`src/design/bdq_pkg.sv`:
```
// ----------------------------------------------------------------------------
// bdq_pkg
// shared constants, codes and beat types of the bounded deque store
// ----------------------------------------------------------------------------
package bdq_pkg;

  localparam int CAPACITY      = 256;
  localparam int ELEMENT_WIDTH = 32;

  // beat field widths
  localparam int KIND_W  = 3;
  localparam int DATA_W  = 32;
  localparam int POS_W   = 10;
  localparam int STAT_W  = 2;
  localparam int COUNT_W = 9;

  // storage geometry
  localparam int IDX_W  = (CAPACITY > 1) ? $clog2(CAPACITY) : 1;
  localparam int CNT_W  = $clog2(CAPACITY + 1);
  // input data is 32 bits, so the stored element width is clamped to at most that
  localparam int ELEM_W = (ELEMENT_WIDTH < DATA_W) ? ELEMENT_WIDTH : DATA_W;

  typedef enum logic [KIND_W-1:0] {
    KIND_INS_HEAD = 3'd0,
    KIND_INS_TAIL = 3'd1,
    KIND_REM_HEAD = 3'd2,
    KIND_REM_TAIL = 3'd3,
    KIND_RD_HEAD  = 3'd4,
    KIND_RD_TAIL  = 3'd5,
    KIND_RD_POS   = 3'd6
  } kind_e;

  typedef enum logic [STAT_W-1:0] {
    STAT_OK    = 2'd0,
    STAT_FULL  = 2'd1,
    STAT_EMPTY = 2'd2,
    STAT_RANGE = 2'd3
  } status_e;

  typedef enum logic {
    FSM_IDLE  = 1'b0,
    FSM_FETCH = 1'b1
  } fsm_e;

  typedef struct packed {
    logic [KIND_W-1:0] kind;
    logic [DATA_W-1:0] element_data;
    logic [POS_W-1:0]  position;
  } in_beat_t;

  typedef struct packed {
    logic [DATA_W-1:0]  read_data;
    logic [STAT_W-1:0]  status;
    logic [COUNT_W-1:0] count;
  } out_beat_t;

  // one access to the element store
  typedef struct packed {
    logic              we;
    logic              re;
    logic [IDX_W-1:0]  addr;
    logic [ELEM_W-1:0] wdata;
  } mem_req_t;

  // result info held while the store read is in flight
  typedef struct packed {
    logic               use_mem;
    status_e            status;
    logic [COUNT_W-1:0] count;
  } pend_t;

endpackage

```
`src/design/bdq_ctrl.sv`:
```
// ----------------------------------------------------------------------------
// bdq_ctrl
// operation decode, head pointer and count, store address generation
// ----------------------------------------------------------------------------
module bdq_ctrl
  import bdq_pkg::*;
(
  input  logic     clk_i,
  input  logic     rst_ni,
  input  logic     go_i,
  input  in_beat_t beat_i,
  output mem_req_t req_o,
  output pend_t    pend_o
);

  logic [IDX_W-1:0] head_q, head_d;
  logic [CNT_W-1:0] count_q, count_d;
  pend_t            pend_q, pend_d;

  logic             is_full, is_empty, pos_range, pos_held;
  logic [IDX_W-1:0] pos_idx, tail_idx, cnt_idx;

  // ring slot of list offset i, i below capacity
  function automatic logic [IDX_W-1:0] slot_of(input logic [IDX_W-1:0] head,
                                               input logic [IDX_W-1:0] ofs);
    logic [IDX_W:0] sum;
    sum = {1'b0, head} + {1'b0, ofs};
    if (sum >= (IDX_W+1)'(CAPACITY)) begin
      sum = sum - (IDX_W+1)'(CAPACITY);
    end
    return sum[IDX_W-1:0];
  endfunction

  assign is_full   = (count_q >= CNT_W'(CAPACITY));
  assign is_empty  = (count_q == '0);
  assign pos_range = ({1'b0, beat_i.position} >= (POS_W+1)'(CAPACITY));
  assign pos_held  = ((POS_W+1)'(beat_i.position) < (POS_W+1)'(count_q));
  assign pos_idx   = IDX_W'(beat_i.position);
  assign cnt_idx   = IDX_W'(count_q);
  assign tail_idx  = IDX_W'(count_q - CNT_W'(1));

  always_comb begin
    head_d         = head_q;
    count_d        = count_q;
    req_o.we       = 1'b0;
    req_o.re       = 1'b0;
    req_o.addr     = head_q;
    req_o.wdata    = beat_i.element_data[ELEM_W-1:0];
    pend_d.use_mem = 1'b0;
    pend_d.status  = STAT_OK;
    case (kind_e'(beat_i.kind))
      KIND_INS_HEAD: begin
        if (is_full) begin
          pend_d.status = STAT_FULL;
        end else begin
          head_d     = (head_q == '0) ? IDX_W'(CAPACITY - 1) : head_q - IDX_W'(1);
          req_o.we   = go_i;
          req_o.addr = head_d;
          count_d    = count_q + CNT_W'(1);
        end
      end
      KIND_INS_TAIL: begin
        if (is_full) begin
          pend_d.status = STAT_FULL;
        end else begin
          req_o.we   = go_i;
          req_o.addr = slot_of(head_q, cnt_idx);
          count_d    = count_q + CNT_W'(1);
        end
      end
      KIND_REM_HEAD: begin
        if (is_empty) begin
          pend_d.status = STAT_EMPTY;
        end else begin
          head_d  = slot_of(head_q, IDX_W'(1));
          count_d = count_q - CNT_W'(1);
        end
      end
      KIND_REM_TAIL: begin
        if (!is_empty) begin
          count_d = count_q - CNT_W'(1);
        end
      end
      KIND_RD_HEAD: begin
        if (is_empty) begin
          pend_d.status = STAT_EMPTY;
        end else begin
          req_o.re       = go_i;
          pend_d.use_mem = 1'b1;
        end
      end
      KIND_RD_TAIL: begin
        if (is_empty) begin
          pend_d.status = STAT_EMPTY;
        end else begin
          req_o.re       = go_i;
          req_o.addr     = slot_of(head_q, tail_idx);
          pend_d.use_mem = 1'b1;
        end
      end
      KIND_RD_POS: begin
        if (pos_range) begin
          pend_d.status = STAT_RANGE;
        end else if (pos_held) begin
          req_o.re       = go_i;
          req_o.addr     = slot_of(head_q, pos_idx);
          pend_d.use_mem = 1'b1;
        end
      end
      default: begin
      end
    endcase
    pend_d.count = COUNT_W'(count_d);
  end

  always_ff @(posedge clk_i or negedge rst_ni) begin
    if (!rst_ni) begin
      head_q  <= '0;
      count_q <= '0;
    end else if (go_i) begin
      head_q  <= head_d;
      count_q <= count_d;
    end
  end

  always_ff @(posedge clk_i) begin
    if (go_i) begin
      pend_q <= pend_d;
    end
  end

  assign pend_o = pend_q;

endmodule

```
`config.mk`:
```
export PLATFORM = sky130hd
export DESIGN_NAME = bdq_ctrl
export DESIGN_NICKNAME = d
export VERILOG_FILES = /design/src/design/bdq_pkg.sv /design/src/design/bdq_ctrl.sv
export SDC_FILE = /design/constraint.sdc
export NUM_CORES = 1
export LEC_CHECK = 0
export BUFFER_PORTS_ARGS = -buffer_cell sky130_fd_sc_hd__buf_2
export CORE_ASPECT_RATIO = 2
export CORE_MARGIN = 3
export CORE_UTILIZATION = 30
export DETAILED_ROUTE_END_ITERATION = 10
export GPL_TIMING_DRIVEN = 0
export HOLD_SLACK_MARGIN = 0.12
export PLACE_DENSITY_LB_ADDON = 0.12
export SYNTH_ARGS = -nofsm -noshare
export SYNTH_HDL_FRONTEND = slang
export SYNTH_SLANG_ARGS = --single-unit
```
`constraint.sdc`:
```
create_clock -name clk_i -period 3.35 [get_ports clk_i]
set_input_delay 0.67 -clock clk_i [delete_from_list [all_inputs] [get_ports clk_i]]
set_output_delay 0.67 -clock clk_i [all_outputs]
set_load 0.01 [all_outputs]
```
==> results of run 1 <==
stage by stage:
stage	setup WS (ns)	TNS [ns]	hold slack, ns	utilization, %	instances
2_1_floorplan	-0.0376	-0.0376	0.374	-	527
3_3_place_gp	-0.888	-3.63	0.666	35.3	744
3_5_place_dp	-0.890	-3.75	0.681	35.3	744
4_1_cts	-0.598	-1.68	0.383	41.1	787
5_1_grt	-0.637	-2.45	0.401	44.6	813
6_report	-0.542	-1.71	0.367	44.6	813
power breakdown:
group / internal, mW / switching, mW / leakage, nW
logic: 1.98 / 2.52 / 1.98
clock network: 0.273 / 0.187 / 0.0696
registers: 0.516 / 0.230 / 0.307
total: 2.77 / 2.94 / 2.36
per-layer routing:
layer	up-vias	GRT usage, %	wire [um]
li1	2181	-	-
met3	99	3.72	1030
met1	2254	23.4	6030
met5	-	0	0
met2	284	43.3	9500
met4	0	24.8	2150
timing repair:
action / in CTS / in global routing
setup endpoints to repair: 9 / 9
pin swaps: 26 / 29
setup buffers: 36 / 27
resized for setup: 80 / 52
sequential cells by signal, indices dropped and copies added (netlist names):
| name | flops |
|---|---|
| count_q | 9 |
| pend_o | 12 |
| head_q | 8 |
worst max path at each step:
stage,to
CTS,req_o[39]
global placement,req_o[39]
global route,req_o[39]
detailed placement,req_o[39]
floorplan,req_o[39]
finish,req_o[39]
area by class of cell:
class / instances / area, um^2
multi-input cells: 410 / 3180
well taps: 150 / 188
clock inverters: 3 / 17.5
plain buffers: 59 / 387
fillers: 1254 / 7040
clock buffers: 5 / 125
inverters: 28 / 125
repair buffers: 129 / 836
flip-flops and latches: 29 / 801
synthesized netlist by cell type, types with 2 or more instances:
library cell / instances / area [um^2]
nand2_1: 57 / 214
nor2_1: 45 / 169
a21oi_1: 38 / 190
o21ai_0: 37 / 185
ha_1: 34 / 425
buf_4: 32 / 240
inv_1: 27 / 101
clkbuf_1: 21 / 78.8
nor3_1: 18 / 90.1
dfrtp_1: 17 / 425
nand3_1: 16 / 80.1
a31oi_1: 15 / 93.8
edfxtp_1: 12 / 360
o31ai_1: 12 / 90.1
xnor2_1: 10 / 87.6
o21a_1: 8 / 60.1
a211oi_1: 7 / 52.6
and3_1: 7 / 43.8
o211ai_1: 7 / 52.6
xor2_1: 7 / 61.3
nor4_1: 6 / 37.5
o22ai_1: 6 / 37.5
or3_1: 6 / 37.5
nor2b_1: 5 / 31.3
nand2b_1: 4 / 25.0
o41ai_1: 4 / 35.0
a21o_1: 3 / 22.5
and4_1: 3 / 26.3
buf_2: 3 / 15.0
fa_1: 3 / 60.1
mux2_2: 3 / 33.8
mux2i_1: 3 / 30.0
nor3b_1: 3 / 22.5
a21boi_0: 2 / 15.0
a221oi_1: 2 / 17.5
a41oi_1: 2 / 17.5
and3_2: 2 / 15.0
buf_1: 2 / 7.51
nand3b_1: 2 / 15.0
nand4_1: 2 / 12.5
o2111ai_1: 2 / 17.5
o221ai_1: 2 / 17.5
o22a_1: 2 / 17.5
logic make-up (layout without fill, tap and decap cells):
logic type | after synthesis | after routing
simple gates | 181 | 181
compound gates | 169 | 169
buf+inv | 88 | 224
fa+ha+maj | 37 | 37
flops | 29 | 29
xor+xnor | 17 | 17
mux | 6 | 6
worst max-delay path, delay by kind of cell, from the launching register on:
family | cells | cell delay (ns)
buffers and inverters | 4 | 0.53
DFF | 1 | 0.46
adders and majority gates | 2 | 0.36
xor gates and xnor gates | 1 | 0.13
and+or+nand+nor | 4 | 0.60
AOI/OAI and AO/OA | 4 | 0.84
==> run_results.csv, run 1 <==
group,metric,value,unit
cts,cts_buffer_depth,2,
floorplanning,core_region_area,12700,um^2
synth,synth-simple-area-share,22.2,%
timing,final_hold_viol_count,0,
setup_path,start_kind,"flip-flop",
global_route,grt_max_degree,18,
synth,synth_edf_count,12,
timing,fmax,0.257,GHz
timing,period_share,116,%
finish,nNetsFinal,747,
setup_path,reg2reg_depth,10,
timing,slew_violations,0,
synth,synth_warnings,0,
synth,yosysSeqAreaShare,20.0,%
drt,vias_per_cell,5.93,
cts,hold_buffers,0,
hold_path,hold_path.class,"in -> async",
cts,insertion_delay,0.29,ns
finish,area_growth,44.2,%
timing,setup_ws,-0.542,ns
floorplanning,floorplan.initialDensity,30.9,%
floorplanning,die_w,86.9,um
cts,path_clk_slew,0.06,ns
global_route,grt_overflow,0,
power_and_ir_drop,leakagePower,2.36,nW
placed_design,place_congestion,0.973,
finish,diodes,0,
synth,yosys_register_bits,29,
cts,clock_sinks,29,
setup_path,critical_path.most_common_cell,"buf_4",
drt,ant_nets,0,
drt,drt_first_pass_iters,5,
drt,wl,18700,um
finish,final_cell_mix,"83 x buf_4, 69 x buf_2, 57 x nand2_1",
setup_path,critPathCaptureType,"output port",
timing,period_minus_slack,3.89,ns
floorplanning,io-pin-count,102,
synth,synthXorXnorAreaFrac,3.79,%
synth,synthMuxAreaShare,1.62,%
synth,syn_nets,612,
synth,avgSynthCellArea,7.45,um^2
timing,worstMarginPinSlew,0.695,ns
global_route,track_usage,24.9,%
cts,tritoncts,"done",
setup_path,cp_max_fo,4,
setup_path,crit_type,"reg -> out",
floorplanning,die_y,168,um
cts,clock-root-buffer,"clkbuf_16",
timing,grt_setup_unrepaired,"true",
job,cap_violations,0,
setup_path,rr_startpoint,"count_q[4]$_DFFE_PN0P_",
power_and_ir_drop,power_density,1010,nW/um^2
synth,synth_top_family_by_area,"compound AO/OA/AOI/OAI gates",
setup_path,setup.worst_path.start,"count_q[0]$_DFFE_PN0P_",
timing,finClkSkew,0.00919,ns
synth,synthAdderAreaFrac,12.4,%
synth,synthArstFlopShare,58.6,%
global_route,grt_pass1_vias,4834,
finish,layout_commonest_cell,"buf_4",
finish,stdcell_area,5660,um^2
setup_path,max_stage_delay,0.51,ns
outcome,status,"finished, violations left",
cts,cts_buffers,5,
global_route,grt_pass1_wl,27200,um
setup_path,arrival,3.22,ns
setup_path,worstReg2RegEnd,"count_q[3]$_DFFE_PN0P_",
floorplanning,die_area,14600,um^2
power_and_ir_drop,irDropWorstVdd,0.000390,V
timing,setup_viol,8,
global_route,antenna_found_initial,0,
cts,h-tree-depth,2,
drt,vias,4818,
drt,wl_per_cell,23.0,um
power_and_ir_drop,totalPowerFinal,5.71,mW
finish,final_layout_size_suffix_gt1_share,41.8,%
synth,synthFlopType,"dfrtp_1",
outcome,violations,"negative setup slack",
placed_design,placed_cell_area,4490,um^2
setup_path,cp_cell_sequence,"inv_4, ha_4, nand2_1, xnor2_1, ha_2, buf_4, buf_4, nor2_1, o211ai_1, a2111oi_4, or4_4, a21oi_4, nor4_2, a22oi_1, buf_2",
setup_path,crit_required,2.68,ns
placed_design,dp_hpwl,13800,um
placed_design,port_buffers,67,
timing,slew_headroom,53.2,%
synth,synth_area,3930,um^2
synth,yosysUniqueCellTypes,71,
setup_path,cp_slowest_cell,"a2111oi_4",
floorplanning,num_rows,58,
drt,drt_iter0_drc,270,
setup_path,r2r_setup_slack,0.82,ns
synth,synthCells,527,
drt,remaining_drc_errors,0,
synth,synth-compound-area-share,28.2,%
No activity file was read; power rests on OpenSTA's default activity.
==> run 2: changes to the inputs <==
CORE_ASPECT_RATIO = not set   (was 2)
SETUP_SLACK_MARGIN = 0.5   (was not set)
==> run_results.csv, run 2 (synthesized netlist as in run 1, its figures left out) <==
group,metric,value,unit
outcome,status,"finished, violations left",
outcome,violations,"negative setup slack",
timing,finClkSkew,0.00709,ns
placed_design,placed_cell_area,4550,um^2
floorplanning,die_w,120,um
cts,tritoncts,"done",
cts,path_clk_slew,0.06,ns
drt,met3_length,1330,um
setup_path,setup.worst_path.start,"count_q[2]$_DFFE_PN0P_",
setup_path,cp_slowest_cell,"or4_4",
setup_path,cp-endpoint,"req_o[39]",
power_and_ir_drop,netSwitchingFraction,50.1,%
drt,remaining_drc_errors,0,
finish,final_cell_mix,"72 x buf_4, 68 x buf_2, 53 x nand2_1",
setup_path,rr_startpoint,"count_q[1]$_DFFE_PN0P_",
setup_path,cp_max_fo,4,
setup_path,critical_path.most_common_cell,"nor2_4",
floorplanning,core_region_area,12700,um^2
floorplanning,floorplan.initialDensity,30.9,%
finish,final_layout_size_suffix_gt1_share,40.4,%
setup_path,reg2reg_depth,9,
setup_path,start_kind,"flip-flop",
timing,fmax,0.256,GHz
drt,wl_met1,6790,um
power_and_ir_drop,p_sw,2.69,mW
drt,vias,4663,
setup_path,worstReg2RegEnd,"count_q[6]$_DFFE_PN0P_",
drt,wl,16300,um
drt,ant_nets,0,
global_route,grt_overflow,0,
placed_design,port_buffers,67,
setup_path,crit_required,2.68,ns
setup_path,critPathCaptureType,"output port",
power_and_ir_drop,totalPowerFinal,5.36,mW
finish,layout_commonest_cell,"buf_4",
timing,grt_setup_unrepaired,"true",
drt,top_layer,"met4",
timing,setup_ws,-0.553,ns
setup_path,arrival,3.23,ns
finish,nNetsFinal,730,
timing,period_share,116,%
placed_design,place_congestion,0.928,
setup_path,crit_family,"simple AND/OR/NAND/NOR gates",
power_and_ir_drop,pwr-share-clk,9.6,%
drt,drt_iter0_drc,511,
floorplanning,io-pin-count,102,
setup_path,path_depth,13,
floorplanning,die_area,14500,um^2
setup_path,r2r_setup_slack,0.95,ns
power_and_ir_drop,p_int,2.68,mW
cts,insertion_delay,0.28,ns
floorplanning,num_rows,41,
global_route,grt_pass1_wl,24400,um
finish,diodes,0,
timing,worstMarginPinSlew,0.618,ns
global_route,track_usage,21.6,%
global_route,grt_max_degree,18,
power_and_ir_drop,combPwrFrac,76.7,%
setup_path,crit_buf_inv,2,
timing,slew_violations,0,
cts,clock-root-buffer,"clkbuf_16",
drt,wl_per_cell,20.0,um
power_and_ir_drop,leakagePower,2.28,nW
hold_path,hold_path.class,"in -> async",
drt,vias_per_cell,5.70,
finish,largest_reg_flops,12,
drt,drt_first_pass_iters,5,
timing,period_minus_slack,3.90,ns
cts,cts_buffers,5,
timing,slew_headroom,58.8,%
power_and_ir_drop,power_density,968,nW/um^2
setup_path,crit_type,"reg -> out",
cts,clock_sinks,29,
timing,setup_viol,5,
finish,stdcell_area,5540,um^2
setup_path,cp_cell_sequence,"buf_6, nor2_4, nand3_4, nor2_4, xnor2_1, ha_2, or3_4, o221a_4, or4_4, a21oi_4, nor4_2, a22oi_1, buf_2",
global_route,grt_pass1_vias,4261,
power_and_ir_drop,irDropWorstVdd,0.000352,V
job,cap_violations,0,
setup_path,max_stage_delay,0.43,ns
finish,area_growth,41.0,%
power_and_ir_drop,seqPwrFrac,13.7,%
cts,h-tree-depth,2,
timing,final_hold_viol_count,0,
drt,wl_met2,7590,um
cts,cts_buffer_depth,2,
global_route,antenna_found_initial,0,
floorplanning,die_y,120,um
placed_design,dp_hpwl,11900,um
[run 2: repair_timing]
item	in CTS	in global routing
setup buffers	27	17
gates resized for setup	59	57
hold buffers	0	0
pin swaps	21	31
setup endpoints to repair	9	9
cloned	0	0
[run 2: through the flow]
step / setup WS [ns] / std cells / setup TNS [ns] / util, % / hold slack (ns)
floorplan: -0.0376 / 527 / -0.0376 / - / 0.374
global placement: -0.632 / 766 / -1.41 / 35.8 / 0.623
detailed placement: -0.620 / 766 / -1.31 / 35.8 / 0.631
CTS: -0.647 / 801 / -1.27 / 40.5 / 0.345
global route: -0.667 / 818 / -1.69 / 43.5 / 0.364
finish: -0.553 / 818 / -0.973 / 43.5 / 0.329
[run 2: worst min path at each step]
stage	endpoint	slack, ns	cells after the start
after detailed placement	count_q[0]$_DFFE_PN0P_	0.63	1
after global routing	head_q[2]$_DFFE_PN0P_	0.36	1
after global placement	count_q[0]$_DFFE_PN0P_	0.62	1
after CTS	head_q[2]$_DFFE_PN0P_	0.35	1
final	head_q[6]$_DFFE_PN0P_	0.33	1
after floorplan	count_q[0]$_DFFE_PN0P_	0.37	0
[run 2: final cells by class]
cell class	count	area (um^2)
Fill cell	1337	7190
Multi-Input combinational cell	410	3160
Sequential cell	29	797
Timing Repair Buffer	111	688
Buffer	60	397
Tap cell	172	215
Clock buffer	6	129
Inverter	28	121
Clock inverter	2	33.8
[run 2: power groups by stage]
stage	clock [mW]	combinational [mW]	sequential, mW
6_report	0.515	4.11	0.733
3_3_place_gp	0	2.89	0.783
3_5_place_dp	0	2.90	0.778
2_1_floorplan	0	2.14	0.658
5_1_grt	0.543	4.45	0.738
4_1_cts	0.522	3.46	0.730
[run 2: per-layer routing]
metal / vias up / track usage, %
met4: 0 / 6.87
met5: - / 0
li1: 2152 / -
met2: 252 / 35.5
met3: 58 / 2.62
met1: 2201 / 29.6
==> run 3: changes to the inputs <==
CTS_BUF_LIST = sky130_fd_sc_hd__clkbuf_16   (was not set)
GPL_ROUTABILITY_DRIVEN = 0   (was not set)
==> run_results.csv, run 3 (synthesized netlist as in run 1, its figures left out) <==
group,metric,value,unit
drt,ant_nets,0,
placed_design,place_ws,-0.641,ns
setup_path,crit_type,"reg -> out",
outcome,violations,"negative setup slack",
floorplanning,core_region_area,12700,um^2
drt,wl_per_cell,19.7,um
setup_path,start_kind,"flip-flop",
job,cap_violations,0,
floorplanning,die_area,14500,um^2
timing,slew_headroom,59.7,%
power_and_ir_drop,leakagePower,2.25,nW
floorplanning,die_w,120,um
drt,wl_met1,6850,um
timing,worstMarginPinSlew,0.604,ns
finish,fin_cells,817,
cts,hold_buffers,0,
global_route,grt_pass1_wl,24000,um
finish,largest_reg_flops,12,
cts,clock-root-buffer,"clkbuf_16",
global_route,track_usage,21.4,%
finish,stdcell_area,5450,um^2
placed_design,dp_hpwl,11900,um
placed_design,placed_cell_area,4550,um^2
setup_path,reg2reg_depth,9,
drt,drt_iter0_drc,375,
placed_design,port_buffers,67,
timing,finClkSkew,0.00455,ns
timing,period_minus_slack,3.94,ns
power_and_ir_drop,irDropWorstVdd,0.000299,V
timing,period_share,117,%
setup_path,crit_required,2.68,ns
timing,slew_violations,0,
finish,final_cell_mix,"68 x buf_2, 65 x buf_4, 54 x nand2_1",
timing,final_hold_viol_count,0,
global_route,antenna_found_initial,0,
timing,setup_viol,6,
drt,remaining_drc_errors,0,
floorplanning,num_rows,41,
setup_path,cp_max_fo,6,
finish,n_fill_cell,1350,
drt,wl,16100,um
cts,clock_sinks,29,
placed_design,dp.cells,766,
setup_path,critPathCaptureType,"output port",
floorplanning,io-pin-count,102,
drt,vias,4605,
setup_path,worstReg2RegEnd,"count_q[6]$_DFFE_PN0P_",
cts,cts_buffers,5,
timing,fmax,0.254,GHz
floorplanning,die_y,120,um
drt,top_layer,"met4",
outcome,status,"finished, violations left",
finish,layout_commonest_cell,"buf_2",
setup_path,r2r_setup_slack,0.90,ns
hold_path,hold_path.class,"in -> async",
finish,final_layout_size_suffix_gt1_share,38.6,%
cts,cts_buffer_depth,2,
setup_path,rr_startpoint,"count_q[1]$_DFFE_PN0P_",
finish,area_growth,38.8,%
floorplanning,floorplan.initialDensity,30.9,%
timing,setup_ws,-0.586,ns
finish,nNetsFinal,729,
cts,h-tree-depth,2,
drt,drt_first_pass_iters,5,
timing,fin_hold_ws,0.323,ns
cts,insertion_delay,0.28,ns
finish,diodes,0,
drt,vias_per_cell,5.64,
drt,wl_met2,7540,um
cts,tritoncts,"done",
global_route,grt_max_degree,18,
drt,met3_length,1160,um
power_and_ir_drop,power_density,946,nW/um^2
global_route,grt_pass1_vias,4166,
cts,path_clk_slew,0.06,ns
global_route,grt_overflow,0,
timing,grt_setup_unrepaired,"true",
setup_path,arrival,3.27,ns
==> run 3: changes by cell type in the layout (fill, tap and decap cells not counted), sizes merged <==
| cell | previous run | this run |
|---|---|---|
| clkinv | 1 | 2 |
| clkinvlp | 3 | 4 |
| clkbuf | 26 | 24 |
| bufinv | 1 | 0 |
==> run 3: how the worst max path moves through the flow <==
| stage | startpoint | to | cells after the start |
|---|---|---|---|
| 4_1_cts | count_q[3]$_DFFE_PN0P_ | req_o[39] | 13 |
| 2_1_floorplan | count_q[0]$_DFFE_PN0P_ | req_o[39] | 12 |
| 5_1_grt | count_q[2]$_DFFE_PN0P_ | req_o[39] | 13 |
| 3_5_place_dp | count_q[2]$_DFFE_PN0P_ | req_o[39] | 14 |
| 3_3_place_gp | count_q[2]$_DFFE_PN0P_ | req_o[39] | 14 |
| 6_report | count_q[2]$_DFFE_PN0P_ | req_o[39] | 13 |
==> run 3: power by group <==
group          internal, mW  switching (mW)  leakage, nW
sequential            0.512           0.216        0.308
clock                 0.272           0.176       0.0696
combinational          1.76            2.22         1.87
total                  2.55            2.61         2.25
==> run 3: worst max-delay path, cell delays in order, from the launching register on <==
cell	delay, ns
dfrtp_2	0.42
buf_6	0.14
nor2_4	0.15
nand3_2	0.13
nor2_4	0.12
xnor2_1	0.08
ha_2	0.23
or3_1	0.34
o221a_1	0.28
or4_4	0.44
a21oi_4	0.16
o41ai_2	0.10
a22oi_1	0.20
buf_2	0.18
==> run 3: what timing repair did <==
action | 4_1_cts | 5_1_grt
pin swaps | 27 | 26
resized for setup | 55 | 51
gates cloned | 0 | 0
buffers inserted | 27 | 16
endpoints found under the setup margin | 9 | 10
==> run 3: metrics by stage <==
step	setup TNS [ns]	total power, mW	utilization, %
2_1_floorplan	-0.0376	2.80	-
3_3_place_gp	-1.40	3.67	35.8
3_5_place_dp	-1.26	3.69	35.8
4_1_cts	-1.47	4.70	40.2
5_1_grt	-1.82	5.52	42.9
6_report	-1.12	5.16	42.9
==> run 3: final cells by class <==
class                   instances  area, um^2  area share [%]
clock inverters                 3        17.5           0.321
clock buffers                   5         125            2.29
plain buffers                  60         402            7.37
inverters                      28         126            2.32
flip-flops and latches         29         797            14.6
multi-input cells             410        3060            56.2
repair buffers                110         706            12.9
well taps                     172         215            3.95
==> run 3: routing by layer <==
| layer | up-vias | track usage, % |
|---|---|---|
| met5 | - | 0 |
| li1 | 2151 | - |
| met3 | 37 | 3.18 |
| met4 | 0 | 7.58 |
| met1 | 2186 | 28.9 |
| met2 | 231 | 34.9 |
